File: config.mk
export PLATFORM = sky130hd
export DESIGN_NAME = l1_ball_projection_unit_flat
export DESIGN_NICKNAME = d
export VERILOG_FILES = /design/src/l1bp_pkg.sv /design/src/l1bp_in_if.sv /design/src/l1bp_out_if.sv /design/src/l1bp_ctrl.sv /design/src/l1bp_datapath.sv /design/src/l1_ball_projection_unit.sv /design/src/flat_wrapper.sv
export SDC_FILE = /design/constraint.sdc
export NUM_CORES = 2
export LEC_CHECK = 0
export ABC_AREA = 1
export BUFFER_PORTS_ARGS = -buffer_cell sky130_fd_sc_hd__buf_2
export CAP_MARGIN = 20
export CORE_ASPECT_RATIO = 1.5
export CORE_UTILIZATION = 25
export CTS_CLUSTER_DIAMETER = 80
export DETAILED_ROUTE_END_ITERATION = 6
export GPL_ROUTABILITY_DRIVEN = 0
export GPL_TIMING_DRIVEN = 0
export SYNTH_ARGS = -nofsm -noshare
export SYNTH_HDL_FRONTEND = slang
export SYNTH_SLANG_ARGS = --single-unit
export TNS_END_PERCENT = 50
File: constraint.sdc
create_clock -name clk -period 5.5 [get_ports clk]
set_clock_uncertainty 0.05 [all_clocks]
set_input_delay 1.1 -clock clk [delete_from_list [all_inputs] [get_ports clk]]
set_output_delay 1.1 -clock clk [all_outputs]
set_load 0.05 [all_outputs]
File: src/l1bp_pkg.sv
// Package for the L1 ball projection unit: widths, reset values, controller
// states, command and status structs, and the magnitude function.
// No dependencies.
`default_nettype none
package l1bp_pkg;

	localparam int VALUE_BITS = 32;
	localparam int MAX_LEN    = 64;
	localparam int IDX_W      = $clog2(MAX_LEN);
	localparam int CNT_W      = IDX_W + 1;
	localparam int MAG_W      = VALUE_BITS + 1;
	localparam int SUM_W      = VALUE_BITS + 7;
	localparam int DCNT_W     = $clog2(SUM_W);
	localparam logic [31:0] RADIUS_RESET = 32'd4194304;

	typedef enum logic [3:0] {
		ST_LOAD,
		ST_CHECK,
		ST_OUTER_RD,
		ST_AI,
		ST_INNER_RD,
		ST_INNER_ACC,
		ST_OUTER_END,
		ST_DIV_SETUP,
		ST_DIV,
		ST_DIV_END,
		ST_EMIT_RD,
		ST_EMIT_PUT
	} state_t;

	typedef enum logic [1:0] {
		RD_I,
		RD_J,
		RD_K
	} rd_sel_t;

	typedef struct packed {
		logic    ld_en;
		logic    clr;
		logic    outer_start;
		logic    ai_load;
		logic    inner_acc;
		logic    outer_end;
		logic    thr_zero;
		logic    thr_top;
		logic    div_start;
		logic    div_step;
		logic    thr_div;
		logic    emit_start;
		logic    emit_put;
		rd_sel_t rd_sel;
	} cmd_t;

	typedef struct packed {
		logic last_elem;
		logic abs_le_r;
		logic j_last;
		logic i_last;
		logic k_last;
		logic best_c_zero;
		logic best_le_r;
		logic div_last;
		logic out_free;
	} sts_t;

	function automatic logic [MAG_W-1:0] magnitude(input logic [VALUE_BITS-1:0] v);
		logic [MAG_W-1:0] ext;
		ext = {v[VALUE_BITS-1], v};
		return v[VALUE_BITS-1] ? (MAG_W'(0) - ext) : ext;
	endfunction

endpackage
`default_nettype wire

File: src/l1bp_in_if.sv
// Input stream interface: valid/ready handshake with one vector element.
// Depends on l1bp_pkg.
`default_nettype none
interface l1bp_in_if;
	logic                                 valid;
	logic                                 ready;
	logic signed [l1bp_pkg::VALUE_BITS-1:0] element_value;
	logic                                 last_in;

	modport source (output valid, output element_value, output last_in, input ready);
	modport sink (input valid, input element_value, input last_in, output ready);
endinterface
`default_nettype wire

File: src/l1bp_out_if.sv
// Output stream interface: valid/ready handshake with one projected element.
// Depends on l1bp_pkg.
`default_nettype none
interface l1bp_out_if;
	logic                                 valid;
	logic                                 ready;
	logic signed [l1bp_pkg::VALUE_BITS-1:0] projected_value;
	logic                                 last_out;

	modport source (output valid, output projected_value, output last_out, input ready);
	modport sink (input valid, input projected_value, input last_out, output ready);
endinterface
`default_nettype wire

File: src/l1bp_ctrl.sv
// Controller state machine: sequences load, pivot search, division and emit.
// Depends on l1bp_pkg.
`default_nettype none
module l1bp_ctrl (
	input  wire logic              clk,
	input  wire logic              arst_n,
	input  wire logic              in_valid,
	output logic                   in_ready,
	input  wire l1bp_pkg::sts_t    sts,
	output l1bp_pkg::cmd_t         cmd
);

	l1bp_pkg::state_t state_q, state_d;

	always_ff @(posedge clk or negedge arst_n) begin
		if (!arst_n) begin
			state_q <= l1bp_pkg::ST_LOAD;
		end else begin
			state_q <= state_d;
		end
	end

	always_comb begin
		state_d    = state_q;
		cmd        = '0;
		cmd.rd_sel = l1bp_pkg::RD_I;
		in_ready   = 1'b0;
		case (state_q)
			l1bp_pkg::ST_LOAD: begin
				in_ready = 1'b1;
				if (in_valid) begin
					cmd.ld_en = 1'b1;
					if (sts.last_elem) state_d = l1bp_pkg::ST_CHECK;
				end
			end
			l1bp_pkg::ST_CHECK: begin
				if (sts.abs_le_r) begin
					cmd.thr_zero   = 1'b1;
					cmd.emit_start = 1'b1;
					state_d        = l1bp_pkg::ST_EMIT_RD;
				end else begin
					cmd.outer_start = 1'b1;
					state_d         = l1bp_pkg::ST_OUTER_RD;
				end
			end
			l1bp_pkg::ST_OUTER_RD: begin
				cmd.rd_sel = l1bp_pkg::RD_I;
				state_d    = l1bp_pkg::ST_AI;
			end
			l1bp_pkg::ST_AI: begin
				cmd.ai_load = 1'b1;
				state_d     = l1bp_pkg::ST_INNER_RD;
			end
			l1bp_pkg::ST_INNER_RD: begin
				cmd.rd_sel = l1bp_pkg::RD_J;
				state_d    = l1bp_pkg::ST_INNER_ACC;
			end
			l1bp_pkg::ST_INNER_ACC: begin
				cmd.inner_acc = 1'b1;
				state_d = sts.j_last ? l1bp_pkg::ST_OUTER_END : l1bp_pkg::ST_INNER_RD;
			end
			l1bp_pkg::ST_OUTER_END: begin
				cmd.outer_end = 1'b1;
				state_d = sts.i_last ? l1bp_pkg::ST_DIV_SETUP : l1bp_pkg::ST_OUTER_RD;
			end
			l1bp_pkg::ST_DIV_SETUP: begin
				if (sts.best_c_zero) begin
					cmd.thr_top    = 1'b1;
					cmd.emit_start = 1'b1;
					state_d        = l1bp_pkg::ST_EMIT_RD;
				end else if (sts.best_le_r) begin
					cmd.thr_zero   = 1'b1;
					cmd.emit_start = 1'b1;
					state_d        = l1bp_pkg::ST_EMIT_RD;
				end else begin
					cmd.div_start = 1'b1;
					state_d       = l1bp_pkg::ST_DIV;
				end
			end
			l1bp_pkg::ST_DIV: begin
				cmd.div_step = 1'b1;
				if (sts.div_last) state_d = l1bp_pkg::ST_DIV_END;
			end
			l1bp_pkg::ST_DIV_END: begin
				cmd.thr_div    = 1'b1;
				cmd.emit_start = 1'b1;
				state_d        = l1bp_pkg::ST_EMIT_RD;
			end
			l1bp_pkg::ST_EMIT_RD: begin
				cmd.rd_sel = l1bp_pkg::RD_K;
				state_d    = l1bp_pkg::ST_EMIT_PUT;
			end
			l1bp_pkg::ST_EMIT_PUT: begin
				cmd.rd_sel = l1bp_pkg::RD_K;
				if (sts.out_free) begin
					cmd.emit_put = 1'b1;
					if (sts.k_last) begin
						cmd.clr = 1'b1;
						state_d = l1bp_pkg::ST_LOAD;
					end else begin
						state_d = l1bp_pkg::ST_EMIT_RD;
					end
				end
			end
			default: begin
				state_d = l1bp_pkg::ST_LOAD;
			end
		endcase
	end

endmodule
`default_nettype wire

File: src/l1bp_datapath.sv
// Datapath: element store, sums, pivot search registers, restoring divider
// and output register. Depends on l1bp_pkg.
`default_nettype none
module l1bp_datapath (
	input  wire logic                             clk,
	input  wire logic                             arst_n,
	input  wire logic                             cfg_we,
	input  wire logic [31:0]                      cfg_wdata,
	input  wire logic [l1bp_pkg::VALUE_BITS-1:0]  element_value,
	input  wire logic                             last_in,
	input  wire logic                             out_ready,
	input  wire l1bp_pkg::cmd_t                   cmd,
	output l1bp_pkg::sts_t                        sts,
	output logic                                  out_valid,
	output logic [l1bp_pkg::VALUE_BITS-1:0]       projected_value,
	output logic                                  last_out
);

	localparam int VB = l1bp_pkg::VALUE_BITS;
	localparam int MW = l1bp_pkg::MAG_W;
	localparam int SW = l1bp_pkg::SUM_W;
	localparam int IW = l1bp_pkg::IDX_W;
	localparam int CW = l1bp_pkg::CNT_W;
	localparam int DW = l1bp_pkg::DCNT_W;

	logic [VB-1:0] mem_q [l1bp_pkg::MAX_LEN];
	logic [VB-1:0] rdata_q;
	logic [IW-1:0] rd_addr;

	logic [31:0]   radius_q;
	logic [CW-1:0] cnt_q;
	logic [SW-1:0] abs_sum_q;
	logic [IW-1:0] i_q, j_q, k_q;
	logic [MW-1:0] ai_q, top_q;
	logic [SW-1:0] g_q, d_q, best_s_q;
	logic [CW-1:0] c_q, best_c_q;
	logic [SW-1:0] div_q;
	logic [CW-1:0] rem_q;
	logic [DW-1:0] dcnt_q;
	logic [31:0]   thr_q;
	logic          out_vld_q;
	logic [VB-1:0] proj_q;
	logic          last_q;

	logic [SW-1:0] radius_ext;
	logic [IW-1:0] nm1;
	logic [MW-1:0] mag_in, mag_rd, thr_ext, red;
	logic [CW:0]   trial;
	logic          take;
	logic [CW-1:0] rem_sub;

	assign radius_ext = SW'(radius_q);
	assign nm1        = IW'(cnt_q - CW'(1));
	assign mag_in     = l1bp_pkg::magnitude(element_value);
	assign mag_rd     = l1bp_pkg::magnitude(rdata_q);
	assign thr_ext    = MW'(thr_q);
	assign red        = (mag_rd > thr_ext) ? (mag_rd - thr_ext) : '0;
	assign trial      = {rem_q, div_q[SW-1]};
	assign take       = trial >= {1'b0, best_c_q};
	assign rem_sub    = CW'(trial - {1'b0, best_c_q});

	always_comb begin
		case (cmd.rd_sel)
			l1bp_pkg::RD_I: rd_addr = i_q;
			l1bp_pkg::RD_J: rd_addr = j_q;
			l1bp_pkg::RD_K: rd_addr = k_q;
			default:        rd_addr = i_q;
		endcase
	end

	assign sts.last_elem   = last_in || (cnt_q == CW'(l1bp_pkg::MAX_LEN - 1));
	assign sts.abs_le_r    = abs_sum_q <= radius_ext;
	assign sts.j_last      = j_q == nm1;
	assign sts.i_last      = i_q == nm1;
	assign sts.k_last      = k_q == nm1;
	assign sts.best_c_zero = best_c_q == '0;
	assign sts.best_le_r   = best_s_q <= radius_ext;
	assign sts.div_last    = dcnt_q == DW'(SW - 1);
	assign sts.out_free    = !out_vld_q || out_ready;

	always_ff @(posedge clk) begin
		if (cmd.ld_en) mem_q[cnt_q[IW-1:0]] <= element_value;
		rdata_q <= mem_q[rd_addr];
	end

	always_ff @(posedge clk or negedge arst_n) begin
		if (!arst_n) begin
			radius_q  <= l1bp_pkg::RADIUS_RESET;
			cnt_q     <= '0;
			abs_sum_q <= '0;
			i_q       <= '0;
			j_q       <= '0;
			k_q       <= '0;
			c_q       <= '0;
			best_c_q  <= '0;
			dcnt_q    <= '0;
			out_vld_q <= 1'b0;
		end else begin
			if (cfg_we) radius_q <= cfg_wdata;
			if (cmd.clr) begin
				cnt_q     <= '0;
				abs_sum_q <= '0;
			end else if (cmd.ld_en) begin
				cnt_q     <= cnt_q + CW'(1);
				abs_sum_q <= abs_sum_q + SW'(mag_in);
			end
			if (cmd.outer_start) begin
				i_q      <= '0;
				best_c_q <= '0;
			end
			if (cmd.ai_load) begin
				j_q <= '0;
				c_q <= '0;
			end
			if (cmd.inner_acc) begin
				j_q <= j_q + IW'(1);
				if (mag_rd >= ai_q) c_q <= c_q + CW'(1);
			end
			if (cmd.outer_end) begin
				i_q <= i_q + IW'(1);
				if ((d_q < radius_ext) && (c_q > best_c_q)) best_c_q <= c_q;
			end
			if (cmd.div_start) dcnt_q <= '0;
			else if (cmd.div_step) dcnt_q <= dcnt_q + DW'(1);
			if (cmd.emit_start) k_q <= '0;
			else if (cmd.emit_put) k_q <= k_q + IW'(1);
			if (cmd.emit_put) out_vld_q <= 1'b1;
			else if (out_ready) out_vld_q <= 1'b0;
		end
	end

	always_ff @(posedge clk) begin
		if (cmd.outer_start) top_q <= '0;
		if (cmd.ai_load) begin
			ai_q <= mag_rd;
			g_q  <= '0;
			d_q  <= '0;
			if (mag_rd > top_q) top_q <= mag_rd;
		end
		if (cmd.inner_acc && (mag_rd >= ai_q)) begin
			g_q <= g_q + SW'(mag_rd);
			d_q <= d_q + SW'(mag_rd - ai_q);
		end
		if (cmd.outer_end && (d_q < radius_ext) && (c_q > best_c_q)) best_s_q <= g_q;
		if (cmd.div_start) begin
			div_q <= best_s_q - radius_ext;
			rem_q <= '0;
		end else if (cmd.div_step) begin
			div_q <= {div_q[SW-2:0], take};
			rem_q <= take ? rem_sub : CW'(trial);
		end
		if (cmd.thr_zero) thr_q <= '0;
		else if (cmd.thr_top) thr_q <= top_q[31:0];
		else if (cmd.thr_div) thr_q <= div_q[31:0];
		if (cmd.emit_put) begin
			proj_q <= rdata_q[VB-1] ? (VB'(0) - red[VB-1:0]) : red[VB-1:0];
			last_q <= sts.k_last;
		end
	end

	assign out_valid       = out_vld_q;
	assign projected_value = proj_q;
	assign last_out        = last_q;

`ifndef SYNTHESIS
	a_put_free: assert property (@(posedge clk) disable iff (!arst_n)
		cmd.emit_put |-> (!out_vld_q || out_ready)) else $error("emit over held result");
	a_cnt_range: assert property (@(posedge clk) disable iff (!arst_n)
		cnt_q <= CW'(l1bp_pkg::MAX_LEN)) else $error("element count overflow");
	a_ld_room: assert property (@(posedge clk) disable iff (!arst_n)
		cmd.ld_en |-> (cnt_q < CW'(l1bp_pkg::MAX_LEN))) else $error("store full on load");
	a_clr_after: assert property (@(posedge clk) disable iff (!arst_n)
		cmd.clr |=> (cnt_q == '0)) else $error("count not cleared");
`endif

endmodule
`default_nettype wire

File: src/l1_ball_projection_unit.sv
// Top level of the L1 ball projection unit: joins controller and datapath.
// Depends on l1bp_pkg, l1bp_in_if, l1bp_out_if, l1bp_ctrl, l1bp_datapath.
//
//   channel   direction  payload
//   in_ch     sink       element_value, last_in
//   out_ch    source     projected_value, last_out
//   cfg       write      cfg_we, cfg_wdata (radius)
//
// Load accepts one element per cycle; a check state then compares the sum with the
// radius. Outside the ball the pivot search uses one store read port, followed by a
// setup state and then the restoring divider unless the threshold is zero or the top.
// Emission reads each element, then puts it out; a stalled output holds emission.
// Reset is asynchronous; the store needs no clearing pass.
// Input is taken only while loading.
`default_nettype none
module l1_ball_projection_unit (
	input  wire logic        clk,
	input  wire logic        arst_n,
	input  wire logic        cfg_we,
	input  wire logic [31:0] cfg_wdata,
	l1bp_in_if.sink          in_ch,
	l1bp_out_if.source       out_ch
);

	l1bp_pkg::cmd_t cmd;
	l1bp_pkg::sts_t sts;

	l1bp_ctrl u_ctrl (
		.clk      (clk),
		.arst_n   (arst_n),
		.in_valid (in_ch.valid),
		.in_ready (in_ch.ready),
		.sts      (sts),
		.cmd      (cmd)
	);

	l1bp_datapath u_dp (
		.clk             (clk),
		.arst_n          (arst_n),
		.cfg_we          (cfg_we),
		.cfg_wdata       (cfg_wdata),
		.element_value   (in_ch.element_value),
		.last_in         (in_ch.last_in),
		.out_ready       (out_ch.ready),
		.cmd             (cmd),
		.sts             (sts),
		.out_valid       (out_ch.valid),
		.projected_value (out_ch.projected_value),
		.last_out        (out_ch.last_out)
	);

endmodule
`default_nettype wire

File: src/flat_wrapper.sv
// flat-port wrapper written by rule: the top's interface ports become plain ports
module l1_ball_projection_unit_flat 
  (clk, arst_n, cfg_we, cfg_wdata, in_ch_valid, in_ch_element_value, in_ch_last_in, in_ch_ready, out_ch_valid, out_ch_projected_value, out_ch_last_out, out_ch_ready);
  l1bp_in_if in_ch_i ();
  l1bp_out_if out_ch_i ();
  input  wire logic clk;
  input  wire logic arst_n;
  input  wire logic cfg_we;
  input  wire logic [31:0] cfg_wdata;
  input wire logic [$bits(in_ch_i.valid)-1:0] in_ch_valid;
  input wire logic [$bits(in_ch_i.element_value)-1:0] in_ch_element_value;
  input wire logic [$bits(in_ch_i.last_in)-1:0] in_ch_last_in;
  output wire logic [$bits(in_ch_i.ready)-1:0] in_ch_ready;
  output wire logic [$bits(out_ch_i.valid)-1:0] out_ch_valid;
  output wire logic [$bits(out_ch_i.projected_value)-1:0] out_ch_projected_value;
  output wire logic [$bits(out_ch_i.last_out)-1:0] out_ch_last_out;
  input wire logic [$bits(out_ch_i.ready)-1:0] out_ch_ready;
  assign in_ch_i.valid = in_ch_valid;
  assign in_ch_i.element_value = in_ch_element_value;
  assign in_ch_i.last_in = in_ch_last_in;
  assign in_ch_ready = in_ch_i.ready;
  assign out_ch_valid = out_ch_i.valid;
  assign out_ch_projected_value = out_ch_i.projected_value;
  assign out_ch_last_out = out_ch_i.last_out;
  assign out_ch_i.ready = out_ch_ready;
  l1_ball_projection_unit u_core (.clk(clk), .arst_n(arst_n), .cfg_we(cfg_we), .cfg_wdata(cfg_wdata), .in_ch(in_ch_i), .out_ch(out_ch_i));
endmodule
==> flow_summary.json <==
{
  "antenna_found_initial": 45,
  "r2r-start": "u_core.u_ctrl.state_q[2]",
  "core_um2": 459800,
  "synth_xor_area_share_pct": 1.744,
  "fin_crit_ns": 5.622,
  "syn_avg_cell_area_um2": 11.20,
  "synth_compound_area_share_pct": 14.18,
  "final_util_pct": 29.86,
  "cts_tree": "done",
  "rsz0062_at_grt": "true",
  "reg2regPathDepth": 19,
  "drv_slew": 0,
  "grt_max_degree": 74,
  "ir_worst_vdd_uv": 443.4,
  "clk_pin_slew_ns": 0.06,
  "io_pins": 105,
  "final_cells": 17240,
  "reg2reg_slack_ns": -0.12,
  "path_class": "reg -> reg",
  "grt_use_total_pct": 18.55,
  "synth_fa_ha_area_share_pct": 3.709,
  "synth_top_cell_area_share_pct": 59.04,
  "cp.arrival_ns": 6.35,
  "drc": 0,
  "synth_top_family_by_area": "compound AO/OA/AOI/OAI gates",
  "cts_inserted_buffers": 248,
  "setup_viol": 7,
  "final_common_cell": "edfxtp_1",
  "fp.dieH_um": 834.3,
  "worstMarginPinSlew_ns": 1.271,
  "yosysSeqAreaShare_pct": 63.47,
  "wl_per_cell_um": 25.82,
  "fin_crit_sh_pct": 102.2,
  "die_area_um2": 464600,
  "grt_pass1_vias": 85470,
  "synth.distinct_cells": 82,
  "synth-simple-area-share_pct": 12.61,
  "drive_gt1_share_pct": 11.36,
  "rows": 305,
  "syn_to_final_growth_pct": 18.94,
  "routed_via_density": 5.124,
  "place_inst": 16670,
  "clk_path_buf_depth": 4,
  "drv_cap": 0,
  "synthTopCellsByArea": "edfxtp_1 (59%), nor2_1 (6.0%), ha_1 (3.6%), o21ai_0 (3.5%), nand2_1 (3.4%)",
  "layout_common_cells": "edfxtp_1 (2,270), nor2_1 (1,770), nand2_1 (1,006)",
  "root_buffer": "clkbuf_16",
  "crit_path_start_kind": "register",
  "finalWirelength_mm": 445.0,
  "p_per_area_nw_per_um2": 671.7,
  "setup_tns_ns": -0.4683,
  "post_dp_cell_area_um2": 126700,
  "synthesis.area_um2": 115400,
  "critPathRequiredTime_ns": 6.23,
  "cpPeakStageDelay_ns": 0.58,
  "maxSlewHeadroom_pct": 15.27,
  "max_freq_ghz": 0.1779,
  "slowest_stage": "nand3_1",
  "r2r_end": "u_core.u_dp.rdata_q[25]",
  "grt_overflow": 0,
  "end_kind": "register",
  "finalHoldViolCount": 0,
  "hold_class": "in -> async",
  "setup_ws_ns": -0.1223,
  "violations": "setup timing",
  "clock_latency_ns": 0.93,
  "muxShareOfSynthArea_pct": 0,
  "ant_nets": 0,
  "crit_path_max_fanout": 11,
  "cp_cell_sequence": "inv_1, nor2_1, inv_1, nor2_1, inv_1, ha_1, inv_2, nand3_1, o21ai_1, clkinv_2, buf_4, buf_4, clkbuf_1, o21ai_0, o32ai_1, o211ai_1, nand3_1, nand3_1, nand2_1",
  "die_w_um": 556.9,
  "drt-initial-drc-count": 10720,
  "synth_ff_type": "edfxtp_1",
  "via_count": 88320,
  "cts.htree.levels": 4,
  "ys_seq_elements": 2495,
  "cts_sinks": 2495,
  "synth_top_area_cell": "edfxtp_1",
  "start_util_pct": 25.11,
  "layout.nets": 11280,
  "final_area_um2": 137300,
  "portBuffers": 103,
  "p_leak_uw": 0.04733,
  "ys_async_sr_fraction_pct": 4.850,
  "drt-pass1-iter-count": 7,
  "yosys_warnings": 0,
  "dp_hpwl_mm": 318.9,
  "syn_inst": 10310,
  "grt_pass1_wl_mm": 617.9,
  "outcome": "finished, violations left",
  "synth-edff-count": 2270
}
## timing repair
item	4_1_cts	5_1_grt
gates resized for setup	182	179
setup buffers	42	42
endpoints found under the setup margin	227	138
hold buffers	0	0
pin swaps	53	82
## cell families after synthesis
kind of cell | count (synthesis)
other | 1
xor gates and xnor gates | 229
AOI/OAI and AO/OA | 2482
and+or+nand+nor | 3538
adders and majority gates | 338
buffers and inverters | 1225
DFF | 2495
## final cells by class
| class | count | area, um2 |
|---|---|---|
| clock buffer | 309 | 6619 |
| tap | 6140 | 7682 |
| fill | 46540 | 322500 |
| clock inverter | 138 | 1373 |
| sequential | 2495 | 73280 |
| antenna | 25 | 62.56 |
| inverter | 703 | 2714 |
| buffer | 520 | 2303 |
| multi-input combinational | 6592 | 39420 |
| timing repair buffer | 313 | 3865 |
## per-stage QoR
stage	power [uW]	setup WS, ns	hold WS, ns
6_report	92240	-0.1223	0.02230
5_1_grt	96180	-0.2723	0.07156
4_1_cts	88480	-0.007890	0.01750
3_5_place_dp	69270	-1.675	0.3929
3_3_place_gp	68530	-2.860	0.3810
2_1_floorplan	51910	0.06344	0.3691
## worst max-delay path by stage
stage,startpoint,endpoint,slack [ns],depth (start not counted)
floorplan,u_core.u_dp.rdata_q[0],u_core.u_dp.d_q[0],0.06,21
global placement,u_core.u_dp.rdata_q[0],u_core.u_dp.d_q[7],-2.86,19
detailed placement,u_core.u_dp.rdata_q[0],u_core.u_dp.d_q[37],-1.67,31
CTS,u_core.u_dp.rdata_q[0],u_core.u_dp.d_q[37],-0.008,29
global route,u_core.u_dp.rdata_q[0],u_core.u_dp.d_q[38],-0.27,33
finish,u_core.u_ctrl.state_q[2],u_core.u_dp.rdata_q[25],-0.12,19
## registers in the layout, summed over array words and instances (netlist names), 4 cells and up
register and count:
u_core.u_dp.cnt_q 7, u_core.u_dp.ai_q 33, u_core.u_dp.g_q 39, u_core.u_dp.abs_sum_q 39, u_core.u_dp.k_q 6, u_core.u_dp.dcnt_q 6
u_core.u_ctrl.state_q 4, u_core.u_dp.rdata_q 32, u_core.u_dp.i_q 6, u_core.u_dp.top_q 33, u_core.u_dp.div_q 39, u_core.u_dp.radius_q 32
u_core.u_dp.j_q 6, u_core.u_dp.thr_q 32, u_core.u_dp.d_q 39, u_core.u_dp.projected_value 32, u_core.u_dp.c_q 7, u_core.u_dp.best_c_q 7
u_core.u_dp.mem_q 2048, u_core.u_dp.rem_q 7, u_core.u_dp.best_s_q 39
## worst max-delay path: cells and delay by family, from the launching register on
| family | cells | cell delay [ns] |
|---|---|---|
| and+or+nand+nor | 6 | 1.45 |
| buffers and inverters | 8 | 2.21 |
| DFF | 1 | 0.40 |
| adders and majority gates | 1 | 0.34 |
| AOI/OAI and AO/OA | 4 | 0.99 |
## where the power goes
| part | total [uW] | leakage [uW] | switching [uW] | internal, uW |
|---|---|---|---|---|
| logic | 52100 | 0.0206 | 36500 | 15600 |
| registers | 23000 | 0.0228 | 800 | 22200 |
| clock network | 17200 | 0.00389 | 7530 | 9630 |
| total | 92200 | 0.0473 | 44900 | 47400 |
## cell usage after synthesis (120+ instances only)
| cell type | number |
|---|---|
| a21oi_1 | 347 |
| nand3_1 | 384 |
| xor2_1 | 139 |
| inv_1 | 689 |
| dfrtp_1 | 120 |
| edfxtp_1 | 2270 |
| nor2_1 | 1857 |
| o311ai_1 | 151 |
| ha_1 | 331 |
| buf_2 | 136 |
| o32ai_1 | 257 |
| o21ai_0 | 814 |
| clkbuf_1 | 338 |
| o211ai_1 | 273 |
| nand2_1 | 1038 |
| o21bai_1 | 273 |
## layer usage
| layer | GRT usage (%) | vias to the layer above | wire [um] | part of all wire, % |
|---|---|---|---|---|
| li1 | - | 38640 | - | - |
| met2 | 31.23 | 4869 | 209500 | 47 |
| met4 | 15.79 | 24 | 45720 | 10 |
| met3 | 4.536 | 1518 | 40660 | 9.1 |
| met1 | 19.47 | 43260 | 148800 | 33 |
| met5 | 0.1441 | - | 210 | 0.047 |
No activity file was read; power rests on OpenSTA's default activity.
